$ cat src/cau_pkg.sv
// Shared types and constants for the column aggregate unit.
// No dependencies.
`default_nettype none
package cau_pkg;
  localparam int DATA_WIDTH_DEF  = 32;
  localparam int COUNT_WIDTH_DEF = 32;
  localparam int JOB_CNT_W       = 32;
  localparam int Q_DEPTH         = 2;

  localparam logic [63:0] S64_MAX = 64'h7FFF_FFFF_FFFF_FFFF;
  localparam logic [63:0] S64_MIN = 64'h8000_0000_0000_0000;

  typedef enum logic [2:0] {
    FN_SUM = 3'd0,
    FN_AVG = 3'd1,
    FN_MIN = 3'd2,
    FN_MAX = 3'd3,
    FN_CNT = 3'd4,
    FN_STD = 3'd5
  } func_t;

  typedef enum logic [2:0] {
    BK_IDLE,
    BK_MUL,
    BK_ACC,
    BK_CMP,
    BK_DIV,
    BK_SQRT,
    BK_DONE
  } bk_state_t;

  typedef struct packed {
    logic [2:0]           func;
    logic [63:0]          sum;
    logic [127:0]         sq;
    logic [JOB_CNT_W-1:0] cnt;
    logic [63:0]          vmin;
    logic [63:0]          vmax;
  } job_t;

  typedef struct packed {
    logic full;
    logic empty;
  } q_stat_t;
endpackage
`default_nettype wire

$ cat src/cau_queue.sv
// Two-entry job queue between front and back of the aggregate unit.
// Depends on cau_pkg.
`default_nettype none
module cau_queue (
  input  wire logic          clk,
  input  wire logic          rst_n,
  input  wire logic          push,
  input  wire cau_pkg::job_t push_job,
  input  wire logic          pop,
  output cau_pkg::job_t      head,
  output cau_pkg::q_stat_t   stat
);
  import cau_pkg::*;

  localparam int QAW = $clog2(Q_DEPTH);

  job_t           mem [Q_DEPTH];
  logic [QAW-1:0] wr_ptr_r, rd_ptr_r;
  logic [QAW:0]   cnt_r;

  always_ff @(posedge clk) begin
    if (push) begin
      mem[wr_ptr_r] <= push_job;
    end
  end

  always_ff @(posedge clk) begin
    if (!rst_n) begin
      wr_ptr_r <= '0;
      rd_ptr_r <= '0;
      cnt_r    <= '0;
    end else begin
      if (push) wr_ptr_r <= wr_ptr_r + 1'b1;
      if (pop)  rd_ptr_r <= rd_ptr_r + 1'b1;
      cnt_r <= cnt_r + (QAW+1)'(push) - (QAW+1)'(pop);
    end
  end

  assign head       = mem[rd_ptr_r];
  assign stat.full  = (cnt_r == (QAW+1)'(Q_DEPTH));
  assign stat.empty = (cnt_r == '0);
endmodule
`default_nettype wire

$ cat config.mk
export PLATFORM = sky130hd
export DESIGN_NAME = cau_queue
export DESIGN_NICKNAME = d
export VERILOG_FILES = /design/src/cau_pkg.sv /design/src/cau_queue.sv
export SDC_FILE = /design/constraint.sdc
export NUM_CORES = 1
export LEC_CHECK = 0
export ABC_AREA = 1
export BUFFER_PORTS_ARGS = -buffer_cell sky130_fd_sc_hd__buf_4
export CORE_AREA = 5 5 274 276
export DETAILED_ROUTE_END_ITERATION = 12
export DIE_AREA = 0 0 279 281
export PLACE_DENSITY = 0.65
export SETUP_SLACK_MARGIN = 0.1
export SYNTH_ARGS = -nofsm -noshare
export SYNTH_HDL_FRONTEND = slang
export SYNTH_SLANG_ARGS = --single-unit
$ cat constraint.sdc
create_clock -name clk -period 24.6 [get_ports clk]
set_clock_uncertainty 0.05 [all_clocks]
set_input_delay 3.69 -clock clk [delete_from_list [all_inputs] [get_ports clk]]
set_output_delay 3.69 -clock clk [all_outputs]
set_load 0.1 [all_outputs]
Yosys cells after proc, flatten, opt, wreduce, memory -nomap -nowiden
Memories as Yosys holds them, arrays and structs flattened. A register that Yosys moved wholly into a read port is not among the register bits.
Cells that the tools add are included.

word-level totals
  register bits = 4
  memory bits (writable) = 710
  bits of input ports = 359
  output and inout bits = 357
  logic and storage cells = 14
  memories = 1

operators by class
  add/subtract/negate cells = 4
  equal/unequal tests = 1
  multiplexer cells = 4
  reduce and logical (&&, ||, !) cells = 1

memory list
  memory  words  bits a word  rd ports  clocked after memory_dff  write ports  line             source
  mem     2      355          1         1                         1            cau_queue.sv:17  job_t mem [Q_DEPTH];

operators with widths
  operator               number
  $mux W1                4
  $add A1 B1 Y1 const B  2
  $add A2 B1 Y2          1
  $eq A2 B2 Y1 const B   1
  $logic_not A2 Y1       1
  $sub A2 B1 Y2          1

Depth between registers and ports, before layout
  word-level depth = 3
  gate-level depth with buffers = 9
  gate-level depth less buffers = 9

Worst setup path before layout
OpenSTA, ideal clock, no wires.

  kind = input port to flip-flop
  from = input push
  to = memory mem[0][0] (netlist bit) (enable)
  setup time = 1.090 ns
  arrival time = 18.554 ns
  data required time = 23.460 ns
  path slack = 4.907 ns
  stages = 2
  buffers on the path = 0
  cell sequence = inv_1 -> nor2_1

between the ends
  longest elaborated chain between the ends = 2

RTL lines
  item                           line             source
  from (decl)                    cau_queue.sv:7   input wire logic push,
  $mux W1                        cau_queue.sv:22  if (push) begin
  $mux W1 (implied by the code)  cau_queue.sv:23  mem[wr_ptr_r] <= push_job;
  to (decl)                      cau_queue.sv:17

No other way between the ends.

==> results.cfg <==
[cells_and_area]
nFillCells = 6049
final-seq-area_mm2 = 0.0214
layout_commonest_cell = buf_4
layout_common_cells = 726 x buf_4, 710 x edfxtp_1, 285 x mux2_2
drive_above_1_share_pct = 59.6
final_nets = 2264
syn_to_final_growth_pct = 33.3
multi_input_area_mm2 = 0.00429

[setup_path]
end_kind = output pin
r2r-end = mem[1][169]$_DFFE_PP_
r2r-start = wr_ptr_r$_SDFFE_PN0P_
path_common_cell = buf_4
reg2regPathDepth = 4
critPathBufInv = 4
critical_path_depth = 5
start_kind = flip-flop
worstPathMaxFanout = 79
crit_arrival_ns = 4.71
path_cells = buf_4 > buf_4 > buf_4 > mux2_2 > buf_4
cp_slowest_cell = buf_4
slowest_delay_ns = 0.90
setup.worst_path.class = flip-flop to output pin
critical-path-top-delay-family = buffers and inverters
r2r_setup_slack_ns = 21.03
worstPathRequired_ns = 20.86

[synthesis]
synth_top_area_cell = edfxtp_1
syn-num-nets = 1500
synth_area_per_cell_um2 = 23.0
synth_top_area_share_pct = 81.4
ys_warn_count = 0
synth_cell_types = 12
synth.cell_area_mm2 = 0.0262
seq_area_frac_synth_pct = 81.8
yosys-top-cells-area = edfxtp_1 81%, mux2_2 12%, mux2_4 2.8%
synth_seq_cells = 715
syn_inst = 1139

[drt]
ant_nets = 0
wl_per_cell_um = 21.6
route.detailed.drc = 0
highest_layer = met5
viasPerCell = 4.61
vias = 13500
wl_met2_mm = 32.7
routed_wl_mm = 63.0
wl_met1_mm = 22.9
first_iter_violations = 771
wl_met3_mm = 4.95
firstDrtPassIters = 5

[floorplan]
pin_count = 716
die_w_um = 279
rows = 99
coreArea_mm2 = 0.0723
fp.dieArea_mm2 = 0.0784
start_util_pct = 36.2
fp.dieH_um = 281

[cts]
clock_latency_ns = 0.58
cts_resized = 0
post_cts_buffers = 0
cts_buffers = 75
clock-sinks = 715
cts_hold_buf = 0
tritoncts = yes
path_clk_slew_ns = 0.06
cts_max_path_buffers = 3
htreeDepth = 3
cts-root-buf = clkbuf_16

[power_and_ir_drop]
power_density_mw_per_mm2 = 92.2
p_int_mw = 2.23
seqPwrFrac_pct = 44.5
switching_share_pct = 30.6
clkPwrFrac_pct = 34.9
p_switching_mw = 0.985
power.share.combinational_pct = 20.6
p_leak_nw = 13.0
irDropWorstVdd_uv = 64.4

[grt]
grt_pass1_wl_mm = 90.8
antenna_found_initial = 5
grt_pass1_vias = 14600
grt_max_degree = 166
grt.total_usage_pct = 15.2
grt.overflow.total = 0

[status]
outcome = complete, no violations

[timing]
fin_hold_ws_ns = 0.458
period_needed_ns = 8.45
slew_headroom_pct = 20.8
hold_viol = 0
setup_tns_ns = 0
setup_violations = 0
slew_violations = 0
final.period_utilization_pct = 34.3
rsz0062_at_grt = false
fmax_ghz = 0.118
worstMarginPinSlew_ns = 1.19

[min_path]
hp-class = flip-flop to flip-flop
worstHoldStart = rd_ptr_r$_SDFFE_PN0P_
min_to = rd_ptr_r$_SDFFE_PN0P_
worst_hold_path.num_cells = 2

[place]
dpl.hpwl_mm = 43.9
globalplace.congestion = 0.841
io_buffers = 715

[flow_run]
maxCapViolations = 0
[per-layer routing]
metal  track usage, %  up-vias
met1             17.5     6687
met2             26.5      570
met5                0        -
li1                 -     6075
met4             6.68        2
met3             4.47      139
[worst register-to-register path: cells and delay by family, from the launching register on]
| kind | cells | cell delay (ns) |
|---|---|---|
| simple gates | 1 | 0.17 |
| buf+inv | 3 | 2.54 |
| flops | 1 | 0.38 |
[how the worst max path moves through the flow]
stage,startpoint,to,slack (ns)
after floorplan,push,mem[0][0]$_DFFE_PP_,4.91
after global placement,flip-flop,head[119],16.90
after detailed placement,flip-flop,head[154],16.76
after CTS,flip-flop,head[154],16.10
after global routing,flip-flop,head[154],15.91
final,flip-flop,head[130],16.15
[power groups by stage]
stage | Clock [mW] | Combinational (mW) | Sequential (mW)
6_report | 1.12 | 0.663 | 1.43
5_1_grt | 1.21 | 0.683 | 1.44
4_1_cts | 1.16 | 0.670 | 1.43
3_5_place_dp | 0 | 0.669 | 1.46
3_3_place_gp | 0 | 0.662 | 1.46
2_1_floorplan | 0 | 0.513 | 1.48
[cell families after synthesis]
logic type	Yosys count	share of synthesized area [%]
DFF	715	81.8
muxes	355	16.0
buffers and inverters	48	1.84
and+or+nand+nor	18	0.263
adders and majority gates	2	0.0956
AOI/OAI and AO/OA	1	0.0191
[cell type report]
class / instances / area share (%)
flip-flops and latches: 715 / 61.4
repair buffers: 727 / 15.7
multi-input cells: 376 / 12.3
clock buffers: 91 / 5.61
well taps: 959 / 3.44
clock inverters: 43 / 1.43
inverters: 8 / 0.108
diodes: 4 / 0.0287
[cell usage after synthesis]
cell type / instances
a21oi_1: 1
nand2_1: 8
mux2_2: 285
mux2_1: 21
inv_1: 8
mux2_4: 49
ha_1: 2
nor2_1: 9
nand3_1: 1
buf_6: 40
dfxtp_1: 5
edfxtp_1: 710
[state kept, by name (all words and copies together), names as in the netlist, named ones only]
signal,cells
cnt_r,2
mem,710
rd_ptr_r,1
wr_ptr_r,1
[metrics by stage]
stage	std cells	setup WS (ns)	area, um2	util [%]	power (mW)
finish	2923	16.15	34900	48.2	3.22
global route	2921	15.91	34900	48.2	3.33
CTS	2919	16.10	34900	48.2	3.26
detailed placement	2785	16.76	32400	44.8	2.13
global placement	2785	16.90	32400	44.8	2.12
floorplan	1139	4.91	26200	-	1.99
Note: power is estimated with default switching activity, not from simulation.
