[src/cau_pkg.sv]
// Shared types and constants for the column aggregate unit.
// No dependencies.
`default_nettype none
package cau_pkg;
  localparam int DATA_WIDTH_DEF  = 32;
  localparam int COUNT_WIDTH_DEF = 32;
  localparam int JOB_CNT_W       = 32;
  localparam int Q_DEPTH         = 2;

  localparam logic [63:0] S64_MAX = 64'h7FFF_FFFF_FFFF_FFFF;
  localparam logic [63:0] S64_MIN = 64'h8000_0000_0000_0000;

  typedef enum logic [2:0] {
    FN_SUM = 3'd0,
    FN_AVG = 3'd1,
    FN_MIN = 3'd2,
    FN_MAX = 3'd3,
    FN_CNT = 3'd4,
    FN_STD = 3'd5
  } func_t;

  typedef enum logic [2:0] {
    BK_IDLE,
    BK_MUL,
    BK_ACC,
    BK_CMP,
    BK_DIV,
    BK_SQRT,
    BK_DONE
  } bk_state_t;

  typedef struct packed {
    logic [2:0]           func;
    logic [63:0]          sum;
    logic [127:0]         sq;
    logic [JOB_CNT_W-1:0] cnt;
    logic [63:0]          vmin;
    logic [63:0]          vmax;
  } job_t;

  typedef struct packed {
    logic full;
    logic empty;
  } q_stat_t;
endpackage
`default_nettype wire

[src/cau_front.sv]
// Front end: accepts beats, squares values, accumulates and emits a job per set.
// Depends on cau_pkg.
`default_nettype none
module cau_front #(
  parameter int DATA_WIDTH  = cau_pkg::DATA_WIDTH_DEF,
  parameter int COUNT_WIDTH = cau_pkg::COUNT_WIDTH_DEF
) (
  input  wire logic             clk,
  input  wire logic             rst_n,
  input  wire logic             cfg_wr_en,
  input  wire logic [2:0]       cfg_wr_data,
  input  wire logic             in_valid,
  output logic                  in_stall,
  input  wire logic [31:0]      in_sample_value,
  input  wire logic             in_is_null,
  input  wire logic             in_last_item,
  input  wire cau_pkg::q_stat_t q_stat,
  output logic                  push,
  output cau_pkg::job_t         push_job
);
  import cau_pkg::*;

  localparam logic [COUNT_WIDTH-1:0] CMAX = {COUNT_WIDTH{1'b1}};

  logic [2:0]             func_r;
  logic                   valid1_r, null1_r, last1_r;
  logic [63:0]            v1_r;
  logic [31:0]            mag1_r;
  logic                   valid2_r, null2_r, last2_r;
  logic [63:0]            v2_r, sq2_r;
  logic [63:0]            sum_r, min_r, max_r;
  logic [127:0]           sq_r;
  logic [COUNT_WIDTH-1:0] cnt_r;
  logic [63:0]            sum_nxt, min_nxt, max_nxt, v_in, mag_in;
  logic [127:0]           sq_nxt;
  logic [COUNT_WIDTH-1:0] cnt_nxt;
  logic                   adv, take;

  assign adv      = !(valid2_r && last2_r && q_stat.full);
  assign in_stall = !adv;
  assign take     = valid2_r && adv;
  assign v_in     = 64'(signed'(in_sample_value[DATA_WIDTH-1:0]));
  assign mag_in   = v_in[63] ? (64'd0 - v_in) : v_in;

  always_comb begin
    sum_nxt = sum_r;
    sq_nxt  = sq_r;
    cnt_nxt = cnt_r;
    min_nxt = min_r;
    max_nxt = max_r;
    if (!null2_r) begin
      sum_nxt = sum_r + v2_r;
      sq_nxt  = sq_r + {64'd0, sq2_r};
      if (cnt_r != CMAX) cnt_nxt = cnt_r + 1'b1;
      if ($signed(v2_r) < $signed(min_r)) min_nxt = v2_r;
      if ($signed(max_r) < $signed(v2_r)) max_nxt = v2_r;
    end
  end

  assign push           = take && last2_r;
  assign push_job.func  = func_r;
  assign push_job.sum   = sum_nxt;
  assign push_job.sq    = sq_nxt;
  assign push_job.cnt   = JOB_CNT_W'(cnt_nxt);
  assign push_job.vmin  = min_nxt;
  assign push_job.vmax  = max_nxt;

  always_ff @(posedge clk) begin
    if (adv) begin
      v1_r    <= v_in;
      mag1_r  <= mag_in[31:0];
      null1_r <= in_is_null;
      last1_r <= in_last_item;
      v2_r    <= v1_r;
      sq2_r   <= 64'(mag1_r) * 64'(mag1_r);
      null2_r <= null1_r;
      last2_r <= last1_r;
    end
  end

  always_ff @(posedge clk) begin
    if (!rst_n) begin
      func_r   <= FN_SUM;
      valid1_r <= 1'b0;
      valid2_r <= 1'b0;
      sum_r    <= '0;
      sq_r     <= '0;
      cnt_r    <= '0;
      min_r    <= S64_MAX;
      max_r    <= S64_MIN;
    end else begin
      if (cfg_wr_en) func_r <= cfg_wr_data;
      if (adv) begin
        valid1_r <= in_valid;
        valid2_r <= valid1_r;
      end
      if (take) begin
        if (last2_r) begin
          sum_r <= '0;
          sq_r  <= '0;
          cnt_r <= '0;
          min_r <= S64_MAX;
          max_r <= S64_MIN;
        end else begin
          sum_r <= sum_nxt;
          sq_r  <= sq_nxt;
          cnt_r <= cnt_nxt;
          min_r <= min_nxt;
          max_r <= max_nxt;
        end
      end
    end
  end
endmodule
`default_nettype wire

[config.mk]
export PLATFORM = sky130hd
export DESIGN_NAME = cau_front
export DESIGN_NICKNAME = d
export VERILOG_FILES = /design/src/cau_pkg.sv /design/src/cau_front.sv
export SDC_FILE = /design/constraint.sdc
export NUM_CORES = 2
export LEC_CHECK = 0
export ABC_CLOCK_PERIOD_IN_PS = 11880
export CAP_MARGIN = 0
export CELL_PAD_IN_SITES_DETAIL_PLACEMENT = 1
export CELL_PAD_IN_SITES_GLOBAL_PLACEMENT = 1
export CORE_AREA = 3 3 361 363
export DETAILED_ROUTE_END_ITERATION = 7
export DIE_AREA = 0 0 364 366
export DONT_BUFFER_PORTS = 1
export HOLD_SLACK_MARGIN = 0.03
export PLACE_DENSITY = 0.9
export SLEW_MARGIN = 20
export SYNTH_ARGS = -nofsm -noshare
export SYNTH_HDL_FRONTEND = slang
export SYNTH_SLANG_ARGS = --single-unit
[constraint.sdc]
create_clock -name clk -period 11.88 [get_ports clk]
set_input_delay 2.97 -clock clk [delete_from_list [all_inputs] [get_ports clk]]
set_output_delay 2.97 -clock clk [all_outputs]
set_load 0.02 [all_outputs]
; After elaboration in Yosys (flattened, before gate mapping)
; Index checks and enable logic that the tools add are counted.
[word_totals]
inputBits = 43
regBits = 521
latchBits = 0
n_memories = 0
mem_bits_rw = 0
word_cells = 44
mem_bits_ro = 0
[op_classes]
multipliers = 1
n_eq_ne = 1
shift = 0
addsub = 4
n_reduce_logical = 5
n_mux = 14
n_lt_le_gt_ge = 2
div = 0
bitwise = 0
[ops]
columns = cell, count
row1 = 2-to-1 mux 64 bit, 8
row2 = 2-to-1 mux 128 bit, 2
row3 = adder 128 x 64 -> 128 bit, 1
row4 = 2-to-1 mux 32 bit, 3
row5 = adder 64 bit, 1
row6 = < comparator 32 x 64 -> 1 bit, 1
row7 = < comparator 64 x 32 -> 1 bit, 1
row8 = multiplier 32 x 32 -> 64 bit, 1
row9 = "adder 32 x 1 -> 32 bit, second input constant", 1
row10 = "!= test 32 bit, second input constant", 1
row11 = "subtractor 1 x 32 -> 32 bit, first input constant", 1
row12 = 2-to-1 mux 31 bit, 1
row13 = logical AND 1 bit, 4
row14 = zero test 1 bit, 1

; Logic depth before layout (Yosys ltp)
[logic_depth]
depth_word = 5
ltp_mapped = 32

; Worst setup path before layout
; OpenSTA, ideal clock, no wires.
[synth_timing]
path_type = input -> output
startpoint = input port q_stat[1] (netlist name)
endpoint = output port in_stall
stages = 2
arrival_ns = 8.189
path_slack_ns = 0.721
cell_sequence = nand3_1 inv_1
[synth_via]
elab_chain_cells = 1
[synth_rtl]
columns = element, line
row1 = start: declaration, cau_front.sv:17  ; input wire cau_pkg::q_stat_t q_stat,
row2 = logical AND 1 bit, cau_front.sv:39  ; assign adv = !(valid2_r && last2_r && q_stat.full);
row3 = end: declaration, cau_front.sv:13  ; output logic in_stall,
; Every way passes these cells.

; Final worst setup path
[layout_timing]
startpoint = register mag1_r[5]
endpoint = register sq2_r[46], data pin
[layout_via]
elab_chain_cells = 1
[layout_rtl]
columns = element, line
row1 = start: declaration, cau_front.sv:28  ; logic [31:0] mag1_r;
row2 = start signal: assignment, cau_front.sv:71  ; mag1_r <= mag_in[31:0];
row3 = multiplier 32 x 32 -> 64 bit, cau_front.sv:75  ; sq2_r <= 64'(mag1_r) * 64'(mag1_r);
row4 = end signal: assignment, cau_front.sv:75
row5 = end: declaration, cau_front.sv:30  ; logic [63:0] v2_r, sq2_r;
; Every way passes these cells.
; A chain may end at the register's enable or synchronous reset.

==> results.ini <==
[setup_path]
end_kind = register
worst_setup_path_start_kind = register
r2r-start = mag1_r[5]
cp_top_family = adder cells
crit_arrival_ns = 10.31
slowest_delay_ns = 0.57
regToRegSetupSlack_ns = 1.98
r2r-end = sq2_r[46]
crit_path_start = mag1_r[5]
path_max_fanout = 30
cp_common_cell = fa_1
r2r_cells = 27
crit_type = reg -> reg
slowest_stage = fa_1
crit_buf_inv = 5
worstPathRequired_ns = 12.30

[global_route]
grt_use_total = 0.334
grt_first_pass_wirelength_mm = 347
antenna_found_initial = 11
grt_pass1_vias = 59300
grt_max_degree = 137
grt_overflow = 0

[synthesis]
yosys_warnings = 0
ys_top_cells_by_count = inv_1 (1132), fa_1 (794), nand2_1 (789)
yosys.area.top_type = fa_1
synth-seq-cells = 518
synthFlopType = dfxtp_1
netlist_area_sq_mm = 0.0621
synth.top_cell.area_share = 0.256
syn-num-nets = 8439
netlist_top_cells_area = fa_1 (26%), dfxtp_1 (12%), ha_1 (11%)
yosysUniqueCellTypes = 79
syn_avg_cell_area_sq_um = 8.81
yosysMostFrequentCell = inv_1
seq_area_frac_synth = 0.193
synth_enable_flop_cells = 161
synthCells = 7052
synth-async-reset-ratio = 0

[cts]
clockBufferDepth = 3
postCtsSetupBuffers = 0
ctsResizeCount = 0
clk_pin_slew_ns = 0.07
cts.hold.buffers_added = 0
clock-root-buffer = clkbuf_16
cts_buffers = 53
clk_latency_ns = 0.65
cts.sinks = 518
cts_tree = yes
htree_levels = 2

[cells_and_area]
n_fill_cell = 14800
utilization = 0.513
final_area_sq_mm = 0.0654
drive_above_1_share = 0.0356
nets = 8225
synthToLayoutAreaGrowth_pct = 5.22

[route]
met2_length_mm = 109
met3_length_mm = 18.1
drt-initial-drc-count = 4270
ant_nets = 0
firstDrtPassIters = 5
routed_via_density = 6.19
drt-total-wl_mm = 226
met1_length_mm = 80.2
post_drt_wl_per_cell_um = 26.4
top_layer_used = met5
via_count = 52900
drc_errors = 0

[timing]
fin_setup_tns_ns = 0
max-slew-margin-rel = 0.180
fin_ws_ns = 1.98
fmax_mhz = 101
fin_crit_sh = 0.833
fin_skew_ns = 0.0387
hold_violations = 0
tightest_slew_ns = 1.22
finalMaxSlewViolations = 0
fin_crit_ns = 9.90
setup_viol = 0
rsz0062_at_grt = no

[die]
die_y_um = 366
dieArea_sq_mm = 0.133
core_area_sq_mm = 0.127
rows = 131
die_w_um = 364
start_util = 0.488
ios = 400

[place]
dp_hpwl_mm = 175
io_buffers = 0
place.gp.congestion = 0.944
placed_area_sq_mm = 0.0636
post-place-ws_ns = 2.26

[status]
status = finished, final reports clean

[hold_path]
hold_end = v2_r[18]
min_from = v1_r[18]
hp-class = reg -> reg
hold_depth = 0

[flow_run]
cap_violations = 0

[cell usage in the layout (no fill, tap or decap), types with 215 or more instances in the layout]
cell / count
fa_1: 794
xnor2_1: 215
inv_1: 1132
and2_1: 257
nand2_1: 785
a21oi_1: 293
a21o_1: 289
o21ai_0: 440
dfxtp_1: 357
ha_1: 550
[cell type report]
class	instances	area, sq um	area share
multi-input cells	5034	44600	0.682
flip-flops and latches	518	12000	0.183
inverters	1135	4260	0.0652
well taps	1662	2080	0.0318
clock buffers	73	1450	0.0222
repair buffers	96	733	0.0112
clock inverters	24	283	0.00433
diodes	4	10.0	0.000153
[worst max path at each step]
stage | endpoint | slack, ns | depth (start not counted)
after CTS | sq2_r[46] | 2.23 | 27
final | sq2_r[46] | 1.98 | 27
after detailed placement | sq2_r[46] | 2.26 | 27
after global placement | sq2_r[62] | 2.79 | 27
after global routing | sq2_r[46] | 1.62 | 27
after floorplan | in_stall | 0.72 | 2
[sequential cells by signal, summed over array words and instances, names as in the netlist, 32 cells and up]
| register | count |
|---|---|
| cnt_r | 32 |
| max_r | 64 |
| min_r | 64 |
| sq2_r | 62 |
| sq_r | 128 |
| sum_r | 64 |
| v1_r | 32 |
| v2_r | 32 |
[worst register-to-register path: stages, from the launching register on]
cell and delay [ns]:
edfxtp_1 0.34, buf_4 0.51, inv_1 0.40, nor2_1 0.33
fa_1 0.50, fa_1 0.50, fa_1 0.53, inv_1 0.06
fa_1 0.48, inv_1 0.06, fa_1 0.49, fa_1 0.57
fa_1 0.44, fa_1 0.43, ha_1 0.41, a2111oi_0 0.48
o21ai_0 0.19, o21ai_0 0.18, o21ai_0 0.20, o31ai_1 0.37
buf_4 0.26, o21ai_0 0.15, and2_1 0.25, nor2_1 0.26
o21ai_0 0.26, a311oi_1 0.48, o221ai_1 0.23, xnor2_1 0.32
[layer usage]
layer	track usage	up-vias
li1	-	22700
met1	0.364	26700
met2	0.574	2450
met3	0.0762	984
met4	0.228	4
met5	0	-
[stage by stage]
step	hold slack [ns]	cells
final	0.415	8546
after global routing	0.424	8542
after CTS	0.418	8542
after detailed placement	0.406	8445
after global placement	0.401	8445
after floorplan	0.400	7052
[logic make-up after synthesis]
group | count (synthesis) | share of synthesized area
xor gates and xnor gates | 350 | 0.0494
and+or+nand+nor | 1824 | 0.143
adders and majority gates | 1344 | 0.367
DFF | 518 | 0.193
buffers and inverters | 1500 | 0.0912
AOI/OAI and AO/OA | 1490 | 0.152
muxes | 26 | 0.00443
Power is not shown: default switching activity piles up to over one toggle a cycle in this logic, so the estimate is an artifact.
